## src/rtl/core/jqs_pkg.sv

```systemverilog
// Shared types, widths and the standard JPEG quantization tables for the
// quality scaler. No dependencies; every other file in rtl/core imports this.
package jqs_pkg;

   localparam int WORD_INDEX_W     = 4;
   localparam int POS_W            = 6;
   localparam int QUAL_W           = 17;
   localparam int ENTRY_W          = 8;
   localparam int ENTRIES_PER_WORD = 4;
   localparam int WORD_W           = ENTRY_W * ENTRIES_PER_WORD;
   localparam int LANES            = 2 * ENTRIES_PER_WORD;
   localparam int FRAC_SHIFT       = 11;
   localparam int DIVIDEND_W       = ENTRY_W + FRAC_SHIFT;
   localparam int QUO_W            = 9;
   localparam int STEPS            = QUO_W;
   localparam int WIDE_W           = QUAL_W + QUO_W;
   localparam int LATENCY          = STEPS + 2;

   localparam logic [QUAL_W-1:0]  QUALITY_RESET = QUAL_W'(1024);
   localparam logic [ENTRY_W-1:0] ENTRY_MAX     = 8'd255;
   localparam logic [ENTRY_W-1:0] ENTRY_MIN     = 8'd1;

   localparam logic [ENTRY_W-1:0] LUMA_ROM [64] = '{
      8'd16, 8'd11, 8'd10, 8'd16, 8'd24,  8'd40,  8'd51,  8'd61,
      8'd12, 8'd12, 8'd14, 8'd19, 8'd26,  8'd58,  8'd60,  8'd55,
      8'd14, 8'd13, 8'd16, 8'd24, 8'd40,  8'd57,  8'd69,  8'd56,
      8'd14, 8'd17, 8'd22, 8'd29, 8'd51,  8'd87,  8'd80,  8'd62,
      8'd18, 8'd22, 8'd37, 8'd56, 8'd68,  8'd109, 8'd103, 8'd77,
      8'd24, 8'd35, 8'd55, 8'd64, 8'd81,  8'd104, 8'd113, 8'd92,
      8'd49, 8'd64, 8'd78, 8'd87, 8'd103, 8'd121, 8'd120, 8'd101,
      8'd72, 8'd92, 8'd95, 8'd98, 8'd112, 8'd100, 8'd103, 8'd99
   };

   localparam logic [ENTRY_W-1:0] CHROMA_ROM [64] = '{
      8'd17, 8'd18, 8'd24, 8'd47, 8'd99, 8'd99, 8'd99, 8'd99,
      8'd18, 8'd21, 8'd26, 8'd66, 8'd99, 8'd99, 8'd99, 8'd99,
      8'd24, 8'd26, 8'd56, 8'd99, 8'd99, 8'd99, 8'd99, 8'd99,
      8'd47, 8'd66, 8'd99, 8'd99, 8'd99, 8'd99, 8'd99, 8'd99,
      8'd99, 8'd99, 8'd99, 8'd99, 8'd99, 8'd99, 8'd99, 8'd99,
      8'd99, 8'd99, 8'd99, 8'd99, 8'd99, 8'd99, 8'd99, 8'd99,
      8'd99, 8'd99, 8'd99, 8'd99, 8'd99, 8'd99, 8'd99, 8'd99,
      8'd99, 8'd99, 8'd99, 8'd99, 8'd99, 8'd99, 8'd99, 8'd99
   };

   typedef struct packed {
      logic                    valid;
      logic [WORD_INDEX_W-1:0] word_index;
   } tag_type;

   typedef struct packed {
      logic             sat;
      logic [QUO_W-1:0] quotient;
   } lane_result_type;

endpackage

```

## src/rtl/core/jqs_lane.sv

```systemverilog
// One divider lane: a pipelined restoring divider, one quotient bit per stage.
// Depends on jqs_pkg.
module jqs_lane (
   input  logic                            clock,
   input  logic [jqs_pkg::QUAL_W-1:0]      quality,
   input  logic [jqs_pkg::DIVIDEND_W-1:0]  dividend,
   output jqs_pkg::lane_result_type        result
);
   import jqs_pkg::*;

   logic [DIVIDEND_W-1:0] rem_ff   [STEPS+1];
   logic [DIVIDEND_W-1:0] rem_in   [STEPS+1];
   logic [QUO_W-1:0]      quo_ff   [STEPS+1];
   logic [QUO_W-1:0]      quo_in   [STEPS+1];
   logic                  sat_ff   [STEPS+1];
   logic                  sat_in   [STEPS+1];
   logic [WIDE_W-1:0]     shift_q  [STEPS+1];
   logic                  fits     [STEPS+1];

   // Stage zero flags quotients of 512 or more, which clamp to 255 unless the quality is zero.
   // Each later stage tries one shifted copy of the divisor, high bit first.
   always_comb begin
      rem_in[0]  = dividend;
      quo_in[0]  = '0;
      sat_in[0]  = WIDE_W'(dividend) >= (WIDE_W'(quality) << QUO_W);
      shift_q[0] = '0;
      fits[0]    = 1'b0;
      for (int s = 1; s <= STEPS; s++) begin
         shift_q[s] = WIDE_W'(quality) << (STEPS - s);
         fits[s]    = WIDE_W'(rem_ff[s-1]) >= shift_q[s];
         rem_in[s]  = fits[s] ? rem_ff[s-1] - shift_q[s][DIVIDEND_W-1:0] : rem_ff[s-1];
         quo_in[s]  = quo_ff[s-1] | (QUO_W'(fits[s]) << (STEPS - s));
         sat_in[s]  = sat_ff[s-1];
      end
   end

   always_ff @(posedge clock) begin
      rem_ff <= rem_in;
      quo_ff <= quo_in;
      sat_ff <= sat_in;
   end

   assign result.sat      = sat_ff[STEPS];
   assign result.quotient = quo_ff[STEPS];

endmodule

```

## src/rtl/core/jqs_merge.sv

```systemverilog
// Merge stage: rounds and clamps the eight lane quotients, applies the
// zero-quality rule and packs the luma and chroma words. Depends on jqs_pkg.
module jqs_merge (
   input  logic                               clock,
   input  logic                               reset,
   input  jqs_pkg::tag_type                   tag,
   input  logic                               qual_zero,
   input  jqs_pkg::lane_result_type           lane_results [jqs_pkg::LANES],
   output logic                               rsp_valid,
   output logic [jqs_pkg::WORD_INDEX_W-1:0]   rsp_word_number,
   output logic [jqs_pkg::WORD_W-1:0]         rsp_luma_word,
   output logic [jqs_pkg::WORD_W-1:0]         rsp_chroma_word
);
   import jqs_pkg::*;

   logic                    valid_ff;
   logic [WORD_INDEX_W-1:0] number_ff;
   logic [WORD_W-1:0]       luma_ff;
   logic [WORD_W-1:0]       luma_in;
   logic [WORD_W-1:0]       chroma_ff;
   logic [WORD_W-1:0]       chroma_in;
   logic [QUO_W:0]          rounded  [LANES];
   logic [ENTRY_W-1:0]      entry    [LANES];
   logic                    first_entry;

   always_comb begin
      luma_in     = '0;
      chroma_in   = '0;
      first_entry = (tag.word_index == '0);
      for (int l = 0; l < LANES; l++) begin
         rounded[l] = ((QUO_W+1)'(lane_results[l].quotient) + 1'b1) >> 1;
         if (qual_zero) begin
            if (first_entry && (l % ENTRIES_PER_WORD) == 0) begin
               entry[l] = (l < ENTRIES_PER_WORD) ? LUMA_ROM[0] : CHROMA_ROM[0];
            end else begin
               entry[l] = ENTRY_MIN;
            end
         end else if (lane_results[l].sat || rounded[l] > (QUO_W+1)'(ENTRY_MAX)) begin
            entry[l] = ENTRY_MAX;
         end else if (rounded[l] == '0) begin
            entry[l] = ENTRY_MIN;
         end else begin
            entry[l] = rounded[l][ENTRY_W-1:0];
         end
         if (l < ENTRIES_PER_WORD) begin
            luma_in[(ENTRIES_PER_WORD-1-(l % ENTRIES_PER_WORD))*ENTRY_W +: ENTRY_W] = entry[l];
         end else begin
            chroma_in[(ENTRIES_PER_WORD-1-(l % ENTRIES_PER_WORD))*ENTRY_W +: ENTRY_W] = entry[l];
         end
      end
   end

   always_ff @(posedge clock) begin
      if (reset) begin
         valid_ff <= 1'b0;
      end else begin
         valid_ff <= tag.valid;
      end
   end

   always_ff @(posedge clock) begin
      number_ff <= tag.word_index;
      luma_ff   <= luma_in;
      chroma_ff <= chroma_in;
   end

   assign rsp_valid       = valid_ff;
   assign rsp_word_number = number_ff;
   assign rsp_luma_word   = luma_ff;
   assign rsp_chroma_word = chroma_ff;

endmodule

```

## src/rtl/core/jpeg_quant_table_quality_scaler_unit.sv

```systemverilog
// Top level of the JPEG quantization table quality scaler.
// Depends on jqs_pkg, jqs_lane and jqs_merge.

// The unit scales the standard JPEG luma and chroma quantization tables by
// the quality register (unsigned, 10 fraction bits, 1024 means unchanged).
// A request beat names one word of four table entries; the response beat
// carries that word of both scaled tables, first entry in the top byte.
// busy is never raised, so a request is taken every cycle, and each
// response is held on the rsp_ ports for one cycle while rsp_valid is high.
// The receiver has no way to stall; it must take every response beat as
// it appears. The pipeline is formed by the eight divider lanes, which
// resolve one quotient bit per stage over nine stages, plus one stage for
// table lookup and overflow detection and one for rounding, clamping and
// packing. Write csr_quality only when no requests are in flight.
module jpeg_quant_table_quality_scaler_unit (
   input  logic                               clock,
   input  logic                               reset,
   input  logic                               start,
   output logic                               busy,
   input  logic [jqs_pkg::WORD_INDEX_W-1:0]   req_word_index,
   output logic                               rsp_valid,
   output logic [jqs_pkg::WORD_INDEX_W-1:0]   rsp_word_number,
   output logic [jqs_pkg::WORD_W-1:0]         rsp_luma_word,
   output logic [jqs_pkg::WORD_W-1:0]         rsp_chroma_word,
   input  logic                               csr_valid,
   output logic                               csr_ready,
   input  logic [jqs_pkg::QUAL_W-1:0]         csr_quality
);
   import jqs_pkg::*;

   logic [QUAL_W-1:0]     quality_ff;
   logic [QUAL_W-1:0]     quality_in;
   tag_type               tag_ff [STEPS+1];
   tag_type               tag_in [STEPS+1];
   logic [DIVIDEND_W-1:0] dividend [LANES];
   lane_result_type       lane_results [LANES];

   // The pipeline never stalls, so requests and register writes are always taken.
   assign busy      = 1'b0;
   assign csr_ready = 1'b1;

   always_comb begin
      quality_in = csr_valid ? csr_quality : quality_ff;
   end

   always_ff @(posedge clock) begin
      if (reset) begin
         quality_ff <= QUALITY_RESET;
      end else begin
         quality_ff <= quality_in;
      end
   end

   // The tag (valid and word index) travels alongside the lanes so it lines
   // up with the quotients when they reach the merge stage.
   always_comb begin
      tag_in[0].valid      = start && !busy;
      tag_in[0].word_index = req_word_index;
      for (int s = 1; s <= STEPS; s++) begin
         tag_in[s] = tag_ff[s-1];
      end
   end

   // Only the valid bits are reset; the word index simply follows along.
   always_ff @(posedge clock) begin
      for (int s = 0; s <= STEPS; s++) begin
         tag_ff[s].word_index <= tag_in[s].word_index;
         if (reset) begin
            tag_ff[s].valid <= 1'b0;
         end else begin
            tag_ff[s].valid <= tag_in[s].valid;
         end
      end
   end

   // Lanes 0 to 3 handle the luma entries of the word and lanes 4 to 7 the
   // chroma entries. Each default is scaled up by 2^11 to form the dividend.
   for (genvar l = 0; l < LANES; l++) begin : g_lane
      logic [POS_W-1:0]   pos;
      logic [ENTRY_W-1:0] default_entry;

      assign pos           = {req_word_index, 2'(l % ENTRIES_PER_WORD)};
      assign default_entry = (l < ENTRIES_PER_WORD) ? LUMA_ROM[pos] : CHROMA_ROM[pos];
      assign dividend[l]   = DIVIDEND_W'(default_entry) << FRAC_SHIFT;

      jqs_lane u_lane (
         .clock    (clock),
         .quality  (quality_ff),
         .dividend (dividend[l]),
         .result   (lane_results[l])
      );
   end

   jqs_merge u_merge (
      .clock           (clock),
      .reset           (reset),
      .tag             (tag_ff[STEPS]),
      .qual_zero       (quality_ff == '0),
      .lane_results    (lane_results),
      .rsp_valid       (rsp_valid),
      .rsp_word_number (rsp_word_number),
      .rsp_luma_word   (rsp_luma_word),
      .rsp_chroma_word (rsp_chroma_word)
   );

   // Every response beat comes from a request that was taken earlier.
   a_rsp_from_req : assert property (@(posedge clock) disable iff (reset)
      rsp_valid |-> $past(start && !busy, LATENCY))
      else $error("response beat without a matching request");

   // The echoed word number follows its own request through the pipeline.
   a_rsp_number : assert property (@(posedge clock) disable iff (reset)
      rsp_valid |-> rsp_word_number == $past(req_word_index, LATENCY))
      else $error("response word number does not match its request");

   // Clamping and the zero-quality rule never let an entry reach zero.
   a_luma_nonzero : assert property (@(posedge clock) disable iff (reset)
      rsp_valid |-> (rsp_luma_word[31:24] != 8'd0) && (rsp_luma_word[23:16] != 8'd0)
                 && (rsp_luma_word[15:8] != 8'd0) && (rsp_luma_word[7:0] != 8'd0))
      else $error("luma entry of zero");

   a_chroma_nonzero : assert property (@(posedge clock) disable iff (reset)
      rsp_valid |-> (rsp_chroma_word[31:24] != 8'd0) && (rsp_chroma_word[23:16] != 8'd0)
                 && (rsp_chroma_word[15:8] != 8'd0) && (rsp_chroma_word[7:0] != 8'd0))
      else $error("chroma entry of zero");

endmodule
```

## config.mk

```make
export PLATFORM = sky130hd
export DESIGN_NAME = jpeg_quant_table_quality_scaler_unit
export DESIGN_NICKNAME = d
export VERILOG_FILES = /design/src/rtl/core/jqs_pkg.sv /design/src/rtl/core/jqs_lane.sv /design/src/rtl/core/jqs_merge.sv /design/src/rtl/core/jpeg_quant_table_quality_scaler_unit.sv
export SDC_FILE = /design/constraint.sdc
export NUM_CORES = 2
export LEC_CHECK = 0
export BUFFER_PORTS_ARGS = -buffer_cell sky130_fd_sc_hd__buf_2
export CAP_MARGIN = 20
export CORE_MARGIN = 4
export CORE_UTILIZATION = 64
export DETAILED_ROUTE_END_ITERATION = 10
export PLACE_DENSITY = 0.81
export SYNTH_ARGS = -nofsm -noshare
export SYNTH_HDL_FRONTEND = slang
export SYNTH_SLANG_ARGS = --single-unit
```

## constraint.sdc

```tcl
create_clock -name clock -period 10.1 [get_ports clock]
set_clock_uncertainty 0.2 [all_clocks]
set_input_delay 3.03 -clock clock [delete_from_list [all_inputs] [get_ports clock]]
set_output_delay 3.03 -clock clock [all_outputs]
set_load 0.005 [all_outputs]
```

==> Yosys cells after proc, flatten, opt, wreduce, memory -nomap -nowiden <==
Memories as Yosys holds them, arrays and structs flattened.
Cells that the tools add are included.
{ "word_totals": {"register_bits": 2030, "mem_bits_rw": 50, "rom_bits": 4096, "inputBits": 25, "output_inout_bits": 71, "wordCells": 633, "mem_count": 9} }
{ "memory_table": {"columns": ["name", "depth", "width", "read_ports", "rd_clocked_by_memory_dff", "wr", "line_no", "text"], "rows": [
  ["(no name shown)", 64, 8, 1, 0, 0, "jpeg_quant_table_quality_scaler_unit.sv:83", "assign default_entry = (l < ENTRIES_PER_WORD) ? LUMA_ROM[pos] : CHROMA_ROM[pos];"],
  ["(no name shown)", 64, 8, 1, 0, 0, "jpeg_quant_table_quality_scaler_unit.sv:83", null],
  ["(no name shown)", 64, 8, 1, 0, 0, "jpeg_quant_table_quality_scaler_unit.sv:83", null],
  ["(no name shown)", 64, 8, 1, 0, 0, "jpeg_quant_table_quality_scaler_unit.sv:83", null],
  ["(no name shown)", 64, 8, 1, 0, 0, "jpeg_quant_table_quality_scaler_unit.sv:83", null],
  ["(no name shown)", 64, 8, 1, 0, 0, "jpeg_quant_table_quality_scaler_unit.sv:83", null],
  ["+3 memories", null, null, null, null, null, null, null]
]} }
{ "classes": {"add_sub_neg": 72, "magnitude_cmp": 92, "n_mux": 113, "n_bitwise": 78, "n_reduce_logical": 24} }
{ "op_table": {"columns": ["op", "count"], "rows": [
  ["$mux W19", 64],
  ["$sub A19 B19 Y19", 56],
  ["$mux W8", 34],
  ["$ge A19 B26 Y1", 8],
  ["$ge A19 B25 Y1", 8],
  ["$ge A19 B24 Y1", 8],
  ["$ge A19 B23 Y1", 8],
  ["$ge A19 B22 Y1", 8],
  ["$ge A19 B21 Y1", 8],
  ["$ge A19 B20 Y1", 8],
  ["$ge A19 B17 Y1", 8],
  ["$ge A19 B18 Y1", 8],
  ["$ge A19 B19 Y1", 8],
  ["$sub A19 B18 Y19", 8],
  ["$add A9 B1 Y10 const B", 8],
  ["$logic_not A10 Y1", 8],
  ["$gt A9 B8 Y1 const B", 8],
  ["$or A9 B1 Y9", 8],
  ["$or A9 B2 Y9", 8],
  ["$or A9 B3 Y9", 8],
  ["$or A9 B4 Y9", 8],
  ["$or A9 B5 Y9", 8],
  ["$or A9 B6 Y9", 8],
  ["$or A9 B7 Y9", 8],
  ["10 further kinds", 57]
]} }

==> Depth between registers and ports, before layout <==
{ "logic_depth": {"depth_word": 5, "depth_mapped": 15, "depth_no_buf": 14} }

==> Hierarchy <==
A second synthesis with hierarchy kept.
{ "hier_totals": {"hier_cells": 10788, "area_unflattened_um2": 104073.6} }
{ "modules_own_cells": {"columns": ["mod", "n_inst", "cells_each", "area_per_inst_um2", "seq_area_each_um2"], "rows": [
  ["jqs_lane at g_lane[1].u_lane ...", 5, 1269, 12248.0, 4524.3],
  ["jqs_lane at g_lane[7].u_lane", 1, 1221, 12300.5, 4524.3],
  ["jqs_lane at g_lane[0].u_lane", 1, 1262, 12253.0, 4524.3],
  ["jqs_lane at g_lane[3].u_lane", 1, 1295, 12184.2, 4524.3],
  ["jqs_merge", 1, 412, 3568.4, 1381.3],
  ["jpeg_quant_table_quality_scaler_unit", 1, 253, 2527.4, 1341.3]
]} }

==> Least setup slack after synthesis <==
OpenSTA, ideal clock, no wires.
{ "synth_timing": {"kind": "register to register", "start": "register quality_ff[1]", "end": "register g_lane[2].u_lane.rem_ff[49] (netlist bit)", "setup_time_ps": 121, "arrival_time_ps": 6963, "t_required_ps": 9779, "path_slack_ps": 2817, "path_stages_with_launch": 12, "path_buffers": 1, "synth_period_minus_slack_ps": 7283, "cell_sequence": "dfxtp_1 inv_1 ha_1 nor2b_1 o31a_1 o21ai_1 a21oi_1 a2111oi_4 o211ai_1 a31oi_4 buf_4 mux2_2"} }
{ "synth_rtl": {"columns": ["item", "line_no", "text"], "rows": [
  ["start: declaration", "jpeg_quant_table_quality_scaler_unit.sv:31", "logic [QUAL_W-1:0] quality_ff;"],
  ["start signal: assignment", "jpeg_quant_table_quality_scaler_unit.sv:50", "quality_ff <= quality_in;"],
  ["end signal: assignment", "jqs_lane.sv:38", "rem_ff <= rem_in;"],
  ["end: declaration", "jqs_lane.sv:11", "logic [DIVIDEND_W-1:0] rem_ff [STEPS+1];"]
]} }

==> results.json <==
{
  "ys_seq_area_frac": 0.352,
  "ant_nets": 0,
  "power_density_mw_per_mm2": 347,
  "path_max_fanout": 12,
  "synth_area_leaders": "dfxtp_1 35%, ha_1 15%, mux2_2 5.3%",
  "p_leak_nw": 41.2,
  "yosysTopAreaCell": "dfxtp_1",
  "synth_area_mm2": 0.0878,
  "grt_pass1_wl_um": 354000,
  "cp.required_ps": 10560,
  "synth.most_common_cell": "dfxtp_1",
  "critical_path_class": "in2reg",
  "power_frac_comb": 0.524,
  "setup_tns_ps": 0,
  "cp_data_arrival_time_ps": 5950,
  "cts_buffers": 161,
  "p_sw_mw": 13.3,
  "worstPathCellList": "buf_2 > clkinv_1 > ha_1 > o21ai_0 > a21oi_1 > ha_1 > nor3b_1 > o21a_1 > o21a_1 > o21a_1 > o21ai_0 > a21boi_0 > o21ai_0 > a21oi_1",
  "status": "completed",
  "drt_iter0_drc": 5914,
  "dp_hpwl_um": 155000,
  "synthAdderAreaFrac": 0.166,
  "htree_levels": 4,
  "ctsRootBufferMaster": "clkbuf_16",
  "grt_antenna_before_repair": 6,
  "cts_tree": "built",
  "avgViaCountPerCell": 6.16,
  "utilization": 0.707,
  "wire_per_inst_um": 19.2,
  "sequentialPowerShare": 0.288,
  "synth_top_family_by_area": "compound AO/OA/AOI/OAI gates",
  "synthArstFlopShare": 0,
  "nets": 10821,
  "dr.pass1.iters": 7,
  "tightestPinTransition_ps": 1110,
  "internal-power_mw": 20.0,
  "synth_mux_area_frac": 0.0632,
  "setup_viol": 0,
  "yosys_warnings": 0,
  "rows": 135,
  "final_max_slew_viol_count": 0,
  "crit_path_end_kind": "flop",
  "die_x_um": 378,
  "swShare": 0.399,
  "synth-seq-cells": 1546,
  "cts.sinks": 1546,
  "syn_inst": 9520,
  "max-vdd-ir-drop_v": 0.000212,
  "postCtsSetupRepairBufs": 0,
  "synth.distinct_cells": 100,
  "min_path_type": "reg2reg",
  "slew_headroom": 0.252,
  "yosysTopAreaCellShare": 0.352,
  "drc": 0,
  "cp_slowest_stage_delay_ps": 500,
  "cp-start-kind": "primary input",
  "ios": 96,
  "core_area_mm2": 0.136,
  "rsz0062_at_grt": "false",
  "max_freq_mhz": 182,
  "syn_area_per_cell_um2": 9.23,
  "synth-xor-area-share": 0.0648,
  "start_util": 0.646,
  "cap_violations": 0,
  "cts-resized-gates": 0,
  "synth_common_cells": "1546 x dfxtp_1, 1077 x ha_1, 717 x o21ai_0",
  "wl_um": 223000,
  "place_congestion": 0.960,
  "grt-ovfl-total": 0,
  "first_global_vias": 68648,
  "clk_path_buf_depth": 3,
  "final-hold-violation-count": 0,
  "area_growth_pct": 9.44,
  "synthSimpleGateAreaFrac": 0.138,
  "die_area_mm2": 0.143,
  "min_period_ps": 5490,
  "drive_gt1_frac": 0.102,
  "synthFlopType": "dfxtp_1",
  "clkPwrFrac": 0.187,
  "numPortBuffers": 93,
  "die_y_um": 378,
  "clk_pin_slew_ps": 60,
  "grt.total_usage": 0.303,
  "synth-compound-area-share": 0.192,
  "finalCritPeriodShare": 0.544,
  "vias": 71374,
  "synth_edf_count": 0,
  "slowest_stage": "ha_1",
  "hold_buffers": 0,
  "grt_max_degree": 64,
  "syn_nets": 10678,
  "clock_latency_ps": 800
}
-- flip-flops by register name (all words and copies together) (netlist names) --
signal,flops
g_lane.u_lane.result,80
u_merge.rsp_luma_word,32
quality_ff,17
u_merge.rsp_word_number,4
g_lane.u_lane.quo_ff,288
g_lane.u_lane.sat_ff,72
g_lane.u_lane.rem_ff,970
u_merge.rsp_chroma_word,32
u_merge.rsp_valid,1
tag_ff,50
-- per-layer routing --
metal  share of wire  track usage  vias up
met3           0.073       0.0483      513
met1            0.44        0.403    33489
met5        0.000045            0        -
met4           0.040        0.124        2
met2            0.45        0.491     2537
li1                -            -    34833
-- layout make-up --
cell class | count | area (µm²)
fill | 10024 | 39800
multi-input combinational | 7465 | 55000
clock buffer | 211 | 4590
antenna | 1 | 2.50
sequential | 1546 | 31000
inverter | 331 | 1280
clock inverter | 86 | 1070
tap | 1781 | 2230
timing repair buffer | 158 | 1050
-- cells by family after synthesis --
| logic type | count (synthesis) |
|---|---|
| compound gates | 2666 |
| xor+xnor | 650 |
| fa+ha+maj | 1133 |
| buf+inv | 509 |
| flops | 1546 |
| mux | 500 |
| other cells | 2 |
| simple gates | 2514 |
-- final timing paths --
check	slack [ps]	to	cells after the start	startpoint
max reg2reg	5060	g_lane[1].u_lane.rem_ff[24]	10	quality_ff[2]
min	120	g_lane[0].u_lane.quo_ff[52]	0	g_lane[0].u_lane.quo_ff[61]
min reg2reg	120	g_lane[0].u_lane.quo_ff[52]	0	g_lane[0].u_lane.quo_ff[61]
max	4610	g_lane[1].u_lane.sat_ff[9]	14	req_word_index[0]
-- placed cells by master (no fill, tap or decap), drive strengths merged, types with 161 or more instances in the layout --
cell type / count
a21o: 314
a21oi: 716
clkbuf: 211
dfxtp: 1546
ha: 1077
inv: 334
mux2: 436
nand2: 703
nor2: 679
nor2b: 225
nor3: 161
o21ai: 771
xnor2: 365
xor2: 285
-- metrics by stage --
stage / power [mW] / setup slack, ps / cells / area [µm²] / hold slack, ps
final: 33.3 / 4610 / 11579 / 96100 / 120
after global routing: 35.8 / 4380 / 11578 / 96100 / 127
after CTS: 33.1 / 4680 / 11572 / 96100 / 121
after detailed placement: 26.6 / 3840 / 11275 / 90400 / 112
after global placement: 26.0 / 3780 / 11274 / 90400 / 110
after floorplan: 23.0 / 2820 / 9520 / 87800 / 110
-- power groups by stage --
stage / clock network [mW] / logic, mW / registers, mW
final: 6.24 / 17.5 / 9.60
after floorplan: 0 / 13.8 / 9.20
after global placement: 0 / 16.4 / 9.62
after global routing: 6.57 / 19.5 / 9.79
after CTS: 6.33 / 17.2 / 9.57
after detailed placement: 0 / 17.0 / 9.67
-- worst max-delay path, delay by kind of cell --
family	cells	cell delay (ps)
buf+inv	2	670
fa+ha+maj	2	780
compound gates	9	1330
simple gates	1	140
Note: power is estimated with default switching activity, not from simulation.
